`config.mk`:
```
export PLATFORM = sky130hd
export DESIGN_NAME = postscript_encoding_tokenizer_unit
export DESIGN_NICKNAME = d
export VERILOG_FILES = /design/src/hdl/pst_pkg.sv /design/src/hdl/pst_step.sv /design/src/hdl/postscript_encoding_tokenizer_unit.sv
export SDC_FILE = /design/constraint.sdc
export NUM_CORES = 1
export LEC_CHECK = 0
export BUFFER_PORTS_ARGS = -buffer_cell sky130_fd_sc_hd__buf_2
export CORE_ASPECT_RATIO = 1.25
export CORE_MARGIN = 2
export CORE_UTILIZATION = 35
export CTS_CLUSTER_SIZE = 14
export DETAILED_ROUTE_END_ITERATION = 8
export PLACE_DENSITY = 0.61
export SLEW_MARGIN = 5
export SYNTH_ARGS = -nofsm -noshare
export SYNTH_HDL_FRONTEND = slang
export SYNTH_SLANG_ARGS = --single-unit
```
`constraint.sdc`:
```
create_clock -name clk -period 2.4 [get_ports clk]
set_clock_uncertainty 0.15 [all_clocks]
set_input_delay 0.12 -clock clk [delete_from_list [all_inputs] [get_ports clk]]
set_output_delay 0.12 -clock clk [all_outputs]
set_load 0.02 [all_outputs]
```
`src/hdl/pst_pkg.sv`:
```
package pst_pkg;

  // default limits
  localparam int unsigned            NEST_MAX_DEF = 255;
  localparam longint unsigned        LINE_MAX_DEF = 64'd65535;

  // character codes
  localparam logic [7:0] CH_TAB     = 8'h09;
  localparam logic [7:0] CH_LF      = 8'h0A;
  localparam logic [7:0] CH_CR      = 8'h0D;
  localparam logic [7:0] CH_SPACE   = 8'h20;
  localparam logic [7:0] CH_PERCENT = 8'h25;
  localparam logic [7:0] CH_LPAREN  = 8'h28;
  localparam logic [7:0] CH_RPAREN  = 8'h29;
  localparam logic [7:0] CH_SLASH   = 8'h2F;
  localparam logic [7:0] CH_LBRACK  = 8'h5B;
  localparam logic [7:0] CH_BSLASH  = 8'h5C;
  localparam logic [7:0] CH_RBRACK  = 8'h5D;
  localparam logic [7:0] CH_LBRACE  = 8'h7B;
  localparam logic [7:0] CH_RBRACE  = 8'h7D;

  localparam int unsigned LINE_OUT_W = 16;

  typedef enum logic [5:0] {
    MODE_IDLE    = 6'b000001,
    MODE_COMMENT = 6'b000010,
    MODE_STRING  = 6'b000100,
    MODE_ESCAPE  = 6'b001000,
    MODE_LEAD    = 6'b010000,
    MODE_BODY    = 6'b100000
  } mode_t;

  typedef enum logic [1:0] {
    ROLE_SKIP   = 2'd0,
    ROLE_DELIM  = 2'd1,
    ROLE_STRING = 2'd2,
    ROLE_NAME   = 2'd3
  } role_t;

  typedef struct packed {
    role_t role;
    logic  start;
    logic  done;
    logic  ended;
  } result_t;

endpackage

```
`src/hdl/pst_step.sv`:
```
module pst_step #(
  parameter int unsigned     NEST_MAX = pst_pkg::NEST_MAX_DEF,
  parameter longint unsigned LINE_MAX = pst_pkg::LINE_MAX_DEF,
  parameter int unsigned     DEPTH_W  = 8,
  parameter int unsigned     LINE_W   = 16
) (
  input  logic [7:0]         data_byte,
  input  logic               last_byte,
  input  pst_pkg::mode_t     mode,
  input  logic [DEPTH_W-1:0] depth,
  input  logic [LINE_W-1:0]  line_cnt,
  input  logic               cr_seen,
  output pst_pkg::mode_t     mode_nxt,
  output logic [DEPTH_W-1:0] depth_nxt,
  output logic [LINE_W-1:0]  line_nxt,
  output logic               cr_nxt,
  output pst_pkg::result_t   res
);

  logic is_space;
  logic is_delim;
  logic ends_name;
  logic escaped;
  logic line_end;
  logic idle_hdl;

  assign is_space  = data_byte inside {[pst_pkg::CH_TAB:pst_pkg::CH_CR], pst_pkg::CH_SPACE};
  assign is_delim  = data_byte inside {pst_pkg::CH_LBRACK, pst_pkg::CH_RBRACK,
                                       pst_pkg::CH_LBRACE, pst_pkg::CH_RBRACE};
  assign ends_name = is_space || is_delim ||
                     data_byte inside {pst_pkg::CH_PERCENT, pst_pkg::CH_LPAREN};
  assign escaped   = (mode == pst_pkg::MODE_ESCAPE);

  // lf straight after a counted cr is part of the same line end
  assign line_end = !escaped && ((data_byte == pst_pkg::CH_CR) ||
                                 (data_byte == pst_pkg::CH_LF && !cr_seen));
  assign cr_nxt   = !escaped && (data_byte == pst_pkg::CH_CR);

  always_comb begin
    line_nxt = line_cnt;
    if (line_end && (line_cnt < LINE_W'(LINE_MAX))) begin
      line_nxt = line_cnt + LINE_W'(1);
    end
  end

  always_comb begin
    mode_nxt  = mode;
    depth_nxt = depth;
    res       = '{role: pst_pkg::ROLE_SKIP, start: 1'b0, done: 1'b0, ended: 1'b0};
    idle_hdl  = 1'b0;

    case (mode)
      pst_pkg::MODE_COMMENT: begin
        if (data_byte == pst_pkg::CH_CR || data_byte == pst_pkg::CH_LF) begin
          mode_nxt = pst_pkg::MODE_IDLE;
        end
      end
      pst_pkg::MODE_STRING: begin
        res.role = pst_pkg::ROLE_STRING;
        if (data_byte == pst_pkg::CH_BSLASH) begin
          mode_nxt = pst_pkg::MODE_ESCAPE;
        end else if (data_byte == pst_pkg::CH_LPAREN) begin
          if (depth < DEPTH_W'(NEST_MAX)) begin
            depth_nxt = depth + DEPTH_W'(1);
          end
        end else if (data_byte == pst_pkg::CH_RPAREN) begin
          if (depth == '0) begin
            res.done = 1'b1;
            mode_nxt = pst_pkg::MODE_IDLE;
          end else begin
            depth_nxt = depth - DEPTH_W'(1);
          end
        end
      end
      pst_pkg::MODE_ESCAPE: begin
        res.role = pst_pkg::ROLE_STRING;
        mode_nxt = pst_pkg::MODE_STRING;
      end
      pst_pkg::MODE_LEAD, pst_pkg::MODE_BODY: begin
        if (ends_name || (data_byte == pst_pkg::CH_SLASH && mode == pst_pkg::MODE_BODY)) begin
          res.ended = 1'b1;
          mode_nxt  = pst_pkg::MODE_IDLE;
          idle_hdl  = 1'b1;
        end else begin
          res.role = pst_pkg::ROLE_NAME;
          if (data_byte != pst_pkg::CH_SLASH) begin
            mode_nxt = pst_pkg::MODE_BODY;
          end
        end
      end
      default: begin
        mode_nxt = pst_pkg::MODE_IDLE;
        idle_hdl = 1'b1;
      end
    endcase

    if (idle_hdl) begin
      if (is_space) begin
        res.role = pst_pkg::ROLE_SKIP;
      end else if (data_byte == pst_pkg::CH_PERCENT) begin
        res.role = pst_pkg::ROLE_SKIP;
        mode_nxt = pst_pkg::MODE_COMMENT;
      end else if (is_delim) begin
        res.role  = pst_pkg::ROLE_DELIM;
        res.start = 1'b1;
        res.done  = 1'b1;
      end else if (data_byte == pst_pkg::CH_LPAREN) begin
        res.role  = pst_pkg::ROLE_STRING;
        res.start = 1'b1;
        depth_nxt = '0;
        mode_nxt  = pst_pkg::MODE_STRING;
      end else begin
        res.role  = pst_pkg::ROLE_NAME;
        res.start = 1'b1;
        mode_nxt  = (data_byte == pst_pkg::CH_SLASH) ? pst_pkg::MODE_LEAD
                                                     : pst_pkg::MODE_BODY;
      end
    end

    // open string or name is closed off by the end of text
    if (last_byte && (mode_nxt == pst_pkg::MODE_STRING || mode_nxt == pst_pkg::MODE_ESCAPE ||
                      mode_nxt == pst_pkg::MODE_LEAD || mode_nxt == pst_pkg::MODE_BODY)) begin
      res.done = 1'b1;
    end
  end

endmodule

```
`src/hdl/postscript_encoding_tokenizer_unit.sv`:
```
// Streaming PostScript-style tokenizer: one text byte in, one role marking out per byte,
// at one byte per clock cycle sustained while out_tready stays high. Each byte passes
// the input register, then the result register; the scanner state (mode, string nesting
// depth, line count and CR-LF tracking) is updated once per byte by the step logic.
// A byte with in_tlast set closes any open string or name and returns all state to
// reset, so the next byte starts a fresh text. Nesting depth saturates at NEST_MAX,
// the line count at LINE_MAX; out line_number carries its low 16 bits.
module postscript_encoding_tokenizer_unit #(
  parameter int unsigned     NEST_MAX = pst_pkg::NEST_MAX_DEF,
  parameter longint unsigned LINE_MAX = pst_pkg::LINE_MAX_DEF
) (
  input  logic        clk,
  input  logic        rst_n,
  input  logic        in_tvalid,
  output logic        in_tready,
  input  logic [7:0]  in_tdata,   // [7:0] data_byte
  input  logic        in_tlast,   // last_byte
  output logic        out_tvalid,
  input  logic        out_tready,
  output logic [23:0] out_tdata,  // [0] token_start, [1] token_done,
                                  // [2] name_ended_before, [18:3] line_number, rest zero
  output logic [1:0]  out_tuser   // [1:0] byte_role
);

  localparam int unsigned DEPTH_W = $clog2(NEST_MAX + 1);
  localparam int unsigned LINE_W  = $clog2(LINE_MAX + 64'd1);

  logic               in_vld_r;
  logic [7:0]         in_data_r;
  logic               in_last_r;
  logic               advance;

  pst_pkg::mode_t     mode_r, mode_nxt;
  logic [DEPTH_W-1:0] depth_r, depth_nxt;
  logic [LINE_W-1:0]  line_r, line_nxt;
  logic               cr_r, cr_nxt;
  pst_pkg::result_t   res;

  logic               out_vld_r;
  pst_pkg::result_t   out_res_r;
  logic [15:0]        out_line_r;
  logic [15:0]        line_out;

  assign advance   = in_vld_r && (!out_vld_r || out_tready);
  assign in_tready = !in_vld_r || advance;

  always_ff @(posedge clk) begin
    if (!rst_n) begin
      in_vld_r <= 1'b0;
    end else if (in_tready) begin
      in_vld_r <= in_tvalid;
    end
  end

  always_ff @(posedge clk) begin
    if (in_tready && in_tvalid) begin
      in_data_r <= in_tdata;
      in_last_r <= in_tlast;
    end
  end

  pst_step #(
    .NEST_MAX (NEST_MAX),
    .LINE_MAX (LINE_MAX),
    .DEPTH_W  (DEPTH_W),
    .LINE_W   (LINE_W)
  ) u_step (
    .data_byte (in_data_r),
    .last_byte (in_last_r),
    .mode      (mode_r),
    .depth     (depth_r),
    .line_cnt  (line_r),
    .cr_seen   (cr_r),
    .mode_nxt  (mode_nxt),
    .depth_nxt (depth_nxt),
    .line_nxt  (line_nxt),
    .cr_nxt    (cr_nxt),
    .res       (res)
  );

  generate
    if (LINE_W >= 16) begin : g_line_wide
      assign line_out = line_nxt[15:0];
    end else begin : g_line_narrow
      assign line_out = {{(16 - LINE_W){1'b0}}, line_nxt};
    end
  endgenerate

  // scanner state
  always_ff @(posedge clk) begin
    if (!rst_n) begin
      mode_r  <= pst_pkg::MODE_IDLE;
      depth_r <= '0;
      line_r  <= LINE_W'(1);
      cr_r    <= 1'b0;
    end else if (advance) begin
      if (in_last_r) begin
        mode_r  <= pst_pkg::MODE_IDLE;
        depth_r <= '0;
        line_r  <= LINE_W'(1);
        cr_r    <= 1'b0;
      end else begin
        mode_r  <= mode_nxt;
        depth_r <= depth_nxt;
        line_r  <= line_nxt;
        cr_r    <= cr_nxt;
      end
    end
  end

  always_ff @(posedge clk) begin
    if (!rst_n) begin
      out_vld_r <= 1'b0;
    end else if (advance) begin
      out_vld_r <= 1'b1;
    end else if (out_tready) begin
      out_vld_r <= 1'b0;
    end
  end

  always_ff @(posedge clk) begin
    if (advance) begin
      out_res_r  <= res;
      out_line_r <= line_out;
    end
  end

  assign out_tvalid = out_vld_r;
  assign out_tuser  = out_res_r.role;
  assign out_tdata  = {5'b0, out_line_r, out_res_r.ended, out_res_r.done, out_res_r.start};

endmodule

```
* Word-level counts from Yosys, hierarchy flattened
Cells that the tools add are included.
** Operators by class
- Add/sub/neg operators :: 3
- Order comparisons :: 4
- Equality and inequality tests :: 22
- Mux-type cells :: 49
- Bitwise gates (word level) :: 1
- Reductions and logical operators :: 32
** Operator list (count)
- $mux W8 :: 12
- $mux W6 :: 14
- $eq A8 B6 Y1 const B :: 5
- $eq A8 B7 Y1 const B :: 5
- $mux W16 :: 2
- $pmux W6 S4 :: 1
- $add A16 B1 Y16 const B :: 1
- $eq A8 B4 Y1 const B :: 2
- $lt A16 B16 Y1 const B :: 1
- $eq A6 B3 Y1 const B :: 2
- $eq A6 B4 Y1 const B :: 2
- $eq A6 B5 Y1 const B :: 2
- $eq A6 B6 Y1 const B :: 2
- $mux W2 :: 6
- $logic_or A1 B1 Y1 :: 10
- $mux W1 :: 10
- $logic_and A1 B1 Y1 :: 9
- $add A8 B1 Y8 const B :: 1
- $ge A8 B4 Y1 const B :: 1
- $le A8 B4 Y1 const B :: 1
- $logic_not A8 Y1 :: 1
- $lt A8 B8 Y1 const B :: 1
- $ne A8 B6 Y1 const B :: 1
- $sub A8 B1 Y8 const B :: 1
- 11 further kinds :: 18
** Word-level totals
- Flip-flop bits (word level) :: 63
- Bits of input ports :: 13
- Output and inout port bits :: 28
- Logic and storage cells :: 124

* Logic depth before layout (Yosys ltp)
- Depth in word-level cells :: 17
- Gate-level depth with buffers :: 9
- Gate-level depth less buffers :: 8

* By module
From an unflattened synthesis, not the netlist that was laid out.
** Unflattened totals
- Cell total of the unflattened synthesis :: 401
- Area, all modules :: 3833.7 µm²
** Modules (own cells, without submodules)
- postscript_encoding_tokenizer_unit :: times used 1, cells an instance 186, area each 2427.3 µm², seq. area each 1561.5 µm²
- pst_step :: times used 1, cells an instance 215, area each 1406.3 µm², seq. area each 0.0 µm²

* Worst setup path after synthesis
OpenSTA, ideal clock, no wires.
- Kind :: flip-flop to flip-flop
- From :: register depth_r[0]
- To :: register out_res_r (netlist bit out_tdata[1]) (data pin)
- Setup time :: 0.269 ns
- Arrival time :: 1.943 ns
- Data required time :: 1.981 ns
- Path slack :: 0.037 ns
- Stages on the path, launching flop included :: 10
- Path buffers :: 1
- Clock period less this slack :: 2.363 ns
- Cells stage by stage :: dfxtp_1 inv_1 ha_1 or3b_1 clkbuf_1 or2_1 nor4_2 or3_1 o21a_1 o311ai_1
** On the way
- Word-level cells in the longest chain between the ends :: 15
- Elaborated cells on any way between the ends :: 27
- Those cells by class :: eq/ne: 4; mux: 18; reduce/logical: 5
** RTL lines
- start, declared :: RTL line postscript_encoding_tokenizer_unit.sv:34 : logic [DEPTH_W-1:0] depth_r, depth_nxt;
- start signal, assigned :: RTL line postscript_encoding_tokenizer_unit.sv:104 : depth_r <= depth_nxt;
- $logic_not A8 Y1 * :: RTL line pst_step.sv:67 : if (depth == '0) begin
- $mux W6 :: RTL line pst_step.sv:67
- $mux W6 :: RTL line pst_step.sv:66 : end else if (data_byte == pst_pkg::CH_RPAREN) begin
- $mux W6 :: RTL line pst_step.sv:62 : end else if (data_byte == pst_pkg::CH_LPAREN) begin
- $mux W6 :: RTL line pst_step.sv:60 : if (data_byte == pst_pkg::CH_BSLASH) begin
- $pmux W6 S4 :: RTL line pst_step.sv:52 : case (mode)
- $mux W6 :: RTL line pst_step.sv:103 : end else if (is_delim) begin
- $mux W6 :: RTL line pst_step.sv:100 : end else if (data_byte == pst_pkg::CH_PERCENT) begin
- $mux W6 :: RTL line pst_step.sv:98 : if (is_space) begin
- $mux W6 :: RTL line pst_step.sv:97 : if (idle_hdl) begin
- $eq A6 B3 Y1 / $eq A6 B4 Y1 (equally long branches) :: RTL line pst_step.sv:121 : if (last_byte && (mode_nxt == pst_pkg::MODE_STRING || mode_nxt == pst_pkg::MODE_ESCAPE ||
- $logic_or A1 B1 Y1 (2 in a row) :: RTL line pst_step.sv:121
- $logic_or A1 B1 Y1 :: RTL line pst_step.sv:122 : mode_nxt == pst_pkg::MODE_LEAD || mode_nxt == pst_pkg::MODE_BODY)) begin
- $logic_and A1 B1 Y1 :: RTL line pst_step.sv:121
- end signal, assigned :: RTL line postscript_encoding_tokenizer_unit.sv:123 : out_res_r <= res;
- end, declared :: RTL line postscript_encoding_tokenizer_unit.sv:40 : pst_pkg::result_t out_res_r;
Mark *: on every way between the ends. The rest lies on a longest branch, timed or not.
A chain may end at the register's enable or synchronous reset.

* Final worst setup path
- From :: register in_data_r[4]
- To :: register out_res_r (netlist bit out_tdata[1]) (data pin)
** On the way
- Word-level cells in the longest chain between the ends :: 17
- Elaborated cells on any way between the ends :: 55
- Those cells by class :: order compare: 2; eq/ne: 17; mux: 23; reduce/logical: 13
** RTL lines
- start, declared :: RTL line postscript_encoding_tokenizer_unit.sv:29 : logic [7:0] in_data_r;
- start signal, assigned :: RTL line postscript_encoding_tokenizer_unit.sv:57 : in_data_r <= in_tdata;
- $ge A8 B4 Y1 / $le A8 B4 Y1 (equally long branches) :: RTL line pst_step.sv:27 : assign is_space = data_byte inside {[pst_pkg::CH_TAB:pst_pkg::CH_CR], pst_pkg::CH_SPACE};
- $logic_and A1 B1 Y1 :: RTL line pst_step.sv:27
- $reduce_bool A2 Y1 :: RTL line pst_step.sv:27
- $logic_or A1 B1 Y1 :: RTL line pst_step.sv:30 : assign ends_name = is_space || is_delim ||
- $logic_or A1 B1 Y1 :: RTL line pst_step.sv:31 : data_byte inside {pst_pkg::CH_PERCENT, pst_pkg::CH_LPAREN};
- $logic_or A1 B1 Y1 :: RTL line pst_step.sv:80 : if (ends_name || (data_byte == pst_pkg::CH_SLASH && mode == pst_pkg::MODE_BODY)) begin
- $mux W6 :: RTL line pst_step.sv:80
- $pmux W6 S4 :: RTL line pst_step.sv:52
- $mux W6 :: RTL line pst_step.sv:103
- $mux W6 :: RTL line pst_step.sv:100
- $mux W6 :: RTL line pst_step.sv:98
- $mux W6 :: RTL line pst_step.sv:97
- $eq A6 B3 Y1 / $eq A6 B4 Y1 (equally long branches) :: RTL line pst_step.sv:121
- $logic_or A1 B1 Y1 (2 in a row) :: RTL line pst_step.sv:121
- $logic_or A1 B1 Y1 :: RTL line pst_step.sv:122
- $logic_and A1 B1 Y1 :: RTL line pst_step.sv:121
Several ways; a longest one is shown, not always the timed one.

==> results.txt <==
----------------------------------------------------
[Run status]
  Result of the run ... finished clean

[Power]
  Clock network fraction of design power ... 45.2%
  Sequential share of power ... 46.0%
  Cell-internal power ... just under 2 mW
  Static leakage ... 1.89 nW
  Ratio of total power to cell area ... 520 nW/µm²
  Share of power burned in combinational logic ... under 10%
  Switching part of the total power ... 24.2%
  Switching power ... 0.618 mW
  Worst VDD drop ... 0.284 mV

[Worst setup path]
  Arr. time, crit path ... 2.28 ns
  Ordered cell list for the critical path ... buf_4 -> nor4b_1 -> buf_4 -> nand3_2 -> a31oi_2 -> nor3_1 -> o22ai_2 -> o311ai_2
  Reg2Reg Launch Point ... in_data_r[4]$_DFFE_PP_
  Biggest cell delay along the critical path ... around 0.37 ns
  Max stage delay cell, worst path ... sky130_fd_sc_hd__edfxtp_1
  Number of buffers and inverters on the critical path ... 2
  Type of origin of the critical path ... register
  Total stage count of the critical path ... 8
  Kind of cell with the highest combined delay on the critical path ... compound AO/OA/AOI/OAI gates
  Top cell by count, worst path ... sky130_fd_sc_hd__buf_4
  Worst-path maximum fanout ... 5
  R2R Setup Slk ... 0.04 ns
  Count of cells along the worst register-to-register path ... 8
  Type of destination of the critical path ... register
  Capture point of the worst reg-to-reg path ... out_tdata[1]$_SDFFCE_PP1P_
  Critical path required time ... 2.32 ns
  Critical setup path kind ... register to register

[STA]
  Ratio of final minimum period to clock period ... 98.2%
  Tmin final ... roughly 2.4 ns
  RSZ-0062 raised after global routing ... true
  Setup slack of the critical path after layout ... 0.0436 ns
  Number of endpoints failing setup at the final stage ... 0
  Maximum frequency from static timing analysis ... 0.424 GHz
  Hold Fails Final Rpt ... 0
  Setup_tns ... 0 ns
  Final Max Slew Viols ... 0
  Slew at the pin with the worst max-slew slack ... 0.544 ns
  Worst slew slack as a fraction of its limit ... 63.3%

[Logic synthesis]
  Average footprint of a synthesized cell ... 9.25 µm²
  Post-synthesis cell type count ... a little under 70
  Post-Synthesis Cells ... 405
  Number of flops mapped to enable cells by yosys ... 30
  Fraction of synthesis flops using an asynchronous set or reset pin ... 0%
  Primary FF master, synth ... sky130_fd_sc_hd__dfxtp_1
  Synth warn ... 0
  Share of synthesized area occupied by flip-flops and latches ... 41.7%
  Cell Area, Synth ... 3750 µm²
  Register bit count reported by yosys ... 63

[Die]
  Site Rows ... 42
  Initial Util ... 35.7%
  Die outline area ... about 12000 µm²
  Area inside the core boundary ... around 11000 µm²
  Number of placed I/O pins ... 41
  Height of the die ... about 120 µm
  Width of the die ... 96.6 µm

[Placement]
  Post-place setup slack ... -0.0145 ns
  Placer Congestion ... 0.890
  Placed wire-length estimate ... approximately 7.5 mm
  Buffers added on ports ... 35
  Area after DPL ... between 4000 and 5000 µm²

[Layout]
  Most frequent standard cell in the layout excluding fill and tap cells ... sky130_fd_sc_hd__buf_4
  Commonest cells after routing, fill and taps aside ... 60 x sky130_fd_sc_hd__buf_4, 35 x sky130_fd_sc_hd__buf_2, 30 x sky130_fd_sc_hd__dfxtp_1, 30 x sky130_fd_sc_hd__edfxtp_1, 25 x sky130_fd_sc_hd__nand2_1
  Fill cell instance count of the final layout ... just over 1000
  Sequential cell area in the final layout ... 1570 µm²
  Non-Filler Cell Area, Final ... 4910 µm²
  Growth of design area from synthesis to finish ... 31.0%
  Antenna fix cells ... 0
  Net count, final ... 511
  Share of cells above drive strength 1 ... between 20% and 30%
  Area taken by multi-input logic gates ... 2130 µm²

[Global route]
  Wire length of the first global-routing pass ... 16.6 mm
  Global-route track usage on met3 ... 3.08%
  Most used routing layer in global routing ... met2
  Antenna violations before repair ... 0
  Largest net degree at the start of global routing ... 24
  GR Util met2 ... 32.3%
  GR Util met1 ... 22.1%
  Tot GR Track Use ... 18.7%
  Grt total ovfl ... 0
  Vias in the first global route ... 3396

[Drt]
  Via count of the routed design ... 3595
  DRC ... 0
  Vias per std cell ... 5.69
  Routed WL per cell ... between 15 and 20 µm
  Final antenna-violating net count ... 0
  Total wirelength of the detailed-routed design ... 10.4 mm
  First-pass detailed-route iteration total ... 5
  DRT iter0 DRCs ... 211

[Clock network]
  Buffer depth of the longest clock path ... 2
  Number of H-tree branching levels ... 3
  Clk_lat worst skew ... between 0.3 and 0.4 ns
  Master cell of the clock root buffer ... sky130_fd_sc_hd__clkbuf_16
  TritonCTS clock tree ... yes
  CTS Buf Count ... 9
  Clock transition time at the flip-flop clock pins of the worst setup and hold paths ... 0.05 ns
  Number of sinks on the clock net ... 63

[Min path]
  Worst Hold Endpoint ... line_r[0]$_SDFFE_PN1P_
  Cell count of the worst hold path ... 2
  Worst hold-check path type ... primary input to register
  Hold Crit Start ... rst_n

[Flow run]
  Max-cap violation count ... 0

----------------------------------------------------
## kinds of logic after synthesis
| group | Yosys count | synth area share, % |
|---|---|---|
| compound gates | 107 | 20.2 |
| simple gates | 165 | 26.1 |
| mux | 4 | 1.07 |
| buf+inv | 43 | 5.34 |
| xor+xnor | 19 | 4.44 |
| flops | 63 | 41.7 |
| fa+ha+maj | 3 | 1.00 |
| other cells | 1 | 0.100 |
## timing repair
action	4_1_cts	5_1_grt
setup endpoints to repair	3	31
gates resized for setup	1	33
endpoints found under the hold margin	11	0
hold buffers	11	0
pin swaps	1	10
buffers inserted	1	10
## power by group through the flow
stage	clock network [mW]	registers (mW)	logic, mW
global route	1.22	1.18	0.242
floorplan	0	1.21	0.111
finish	1.15	1.17	0.224
CTS	1.17	1.18	0.211
detailed placement	0	1.20	0.195
global placement	0	1.20	0.191
## sequential cells by signal, summed over array words and instances (netlist names)
name / count
line_r: 16
out_line_r: 16
depth_r: 8
in_data_r: 8
mode_r: 6
out_tdata: 3
out_tuser: 2
cr_r: 1
in_last_r: 1
in_vld_r: 1
out_tvalid: 1
## how the worst max path moves through the flow
stage                            startpoint                         end  slack, ns
global route         in_data_r[7]$_DFFE_PP_  out_tdata[1]$_SDFFCE_PP1P_      -0.06
detailed placement   in_data_r[7]$_DFFE_PP_      mode_r[4]$_SDFFE_PN0P_      -0.01
floorplan           depth_r[0]$_SDFFE_PN0P_  out_tdata[1]$_SDFFCE_PP1P_       0.04
global placement     in_data_r[7]$_DFFE_PP_      mode_r[4]$_SDFFE_PN0P_      -0.02
CTS                  in_data_r[4]$_DFFE_PP_      out_tuser[0]$_DFFE_PP_       0.02
finish               in_data_r[4]$_DFFE_PP_  out_tdata[1]$_SDFFCE_PP1P_       0.04
## routing by layer
layer | vias to the layer above | wire length (µm)
li1 | 1719 | -
met1 | 1732 | 4200
met2 | 112 | 5350
met3 | 32 | 511
met4 | 0 | 362
met5 | - | 0
## through the flow
step | total power [mW] | util [%] | hold WS [ns] | std cells
finish | 2.55 | 46.7 | 0.0281 | 632
global route | 2.64 | 46.7 | 0.0492 | 632
CTS | 2.56 | 44.7 | 0.0108 | 622
detailed placement | 1.39 | 41.1 | 0.148 | 594
global placement | 1.39 | 41.1 | 0.146 | 594
floorplan | 1.32 | - | 0.0689 | 409
## worst register-to-register path: cells and delay by family, from the launching register on
kind,cells,cell delay (ns)
DFF,1,0.37
buffers and inverters,2,0.36
AOI/OAI and AO/OA,3,0.65
and+or+nand+nor,3,0.57
## layout make-up
type | instances | area share (%)
inverter | 11 | 0.892
clock buffer | 11 | 4.74
sequential | 63 | 31.9
clock inverter | 5 | 0.510
tap | 132 | 3.36
timing repair buffer | 107 | 15.2
multi-input combinational | 303 | 43.3
## cells in the mapped netlist, types with 7 or more instances
| cell type | number | area share, % |
|---|---|---|
| sky130_fd_sc_hd__xnor2_1 | 9 | 2.1 |
| sky130_fd_sc_hd__clkbuf_1 | 15 | 1.5 |
| sky130_fd_sc_hd__nand3_1 | 20 | 2.7 |
| sky130_fd_sc_hd__nand4_1 | 12 | 2.0 |
| sky130_fd_sc_hd__o21ai_0 | 27 | 3.6 |
| sky130_fd_sc_hd__a31oi_1 | 7 | 1.2 |
| sky130_fd_sc_hd__and3_1 | 13 | 2.2 |
| sky130_fd_sc_hd__edfxtp_1 | 30 | 24 |
| sky130_fd_sc_hd__buf_4 | 7 | 1.4 |
| sky130_fd_sc_hd__nor3_1 | 15 | 2.0 |
| sky130_fd_sc_hd__buf_2 | 10 | 1.3 |
| sky130_fd_sc_hd__inv_1 | 10 | 1.0 |
| sky130_fd_sc_hd__a21oi_1 | 14 | 1.9 |
| sky130_fd_sc_hd__xor2_1 | 10 | 2.3 |
| sky130_fd_sc_hd__nand2_1 | 26 | 2.6 |
| sky130_fd_sc_hd__dfxtp_1 | 33 | 18 |
| sky130_fd_sc_hd__o31ai_1 | 8 | 1.6 |
| sky130_fd_sc_hd__nor2_1 | 21 | 2.1 |
No activity file was read; power rests on OpenSTA's default activity.
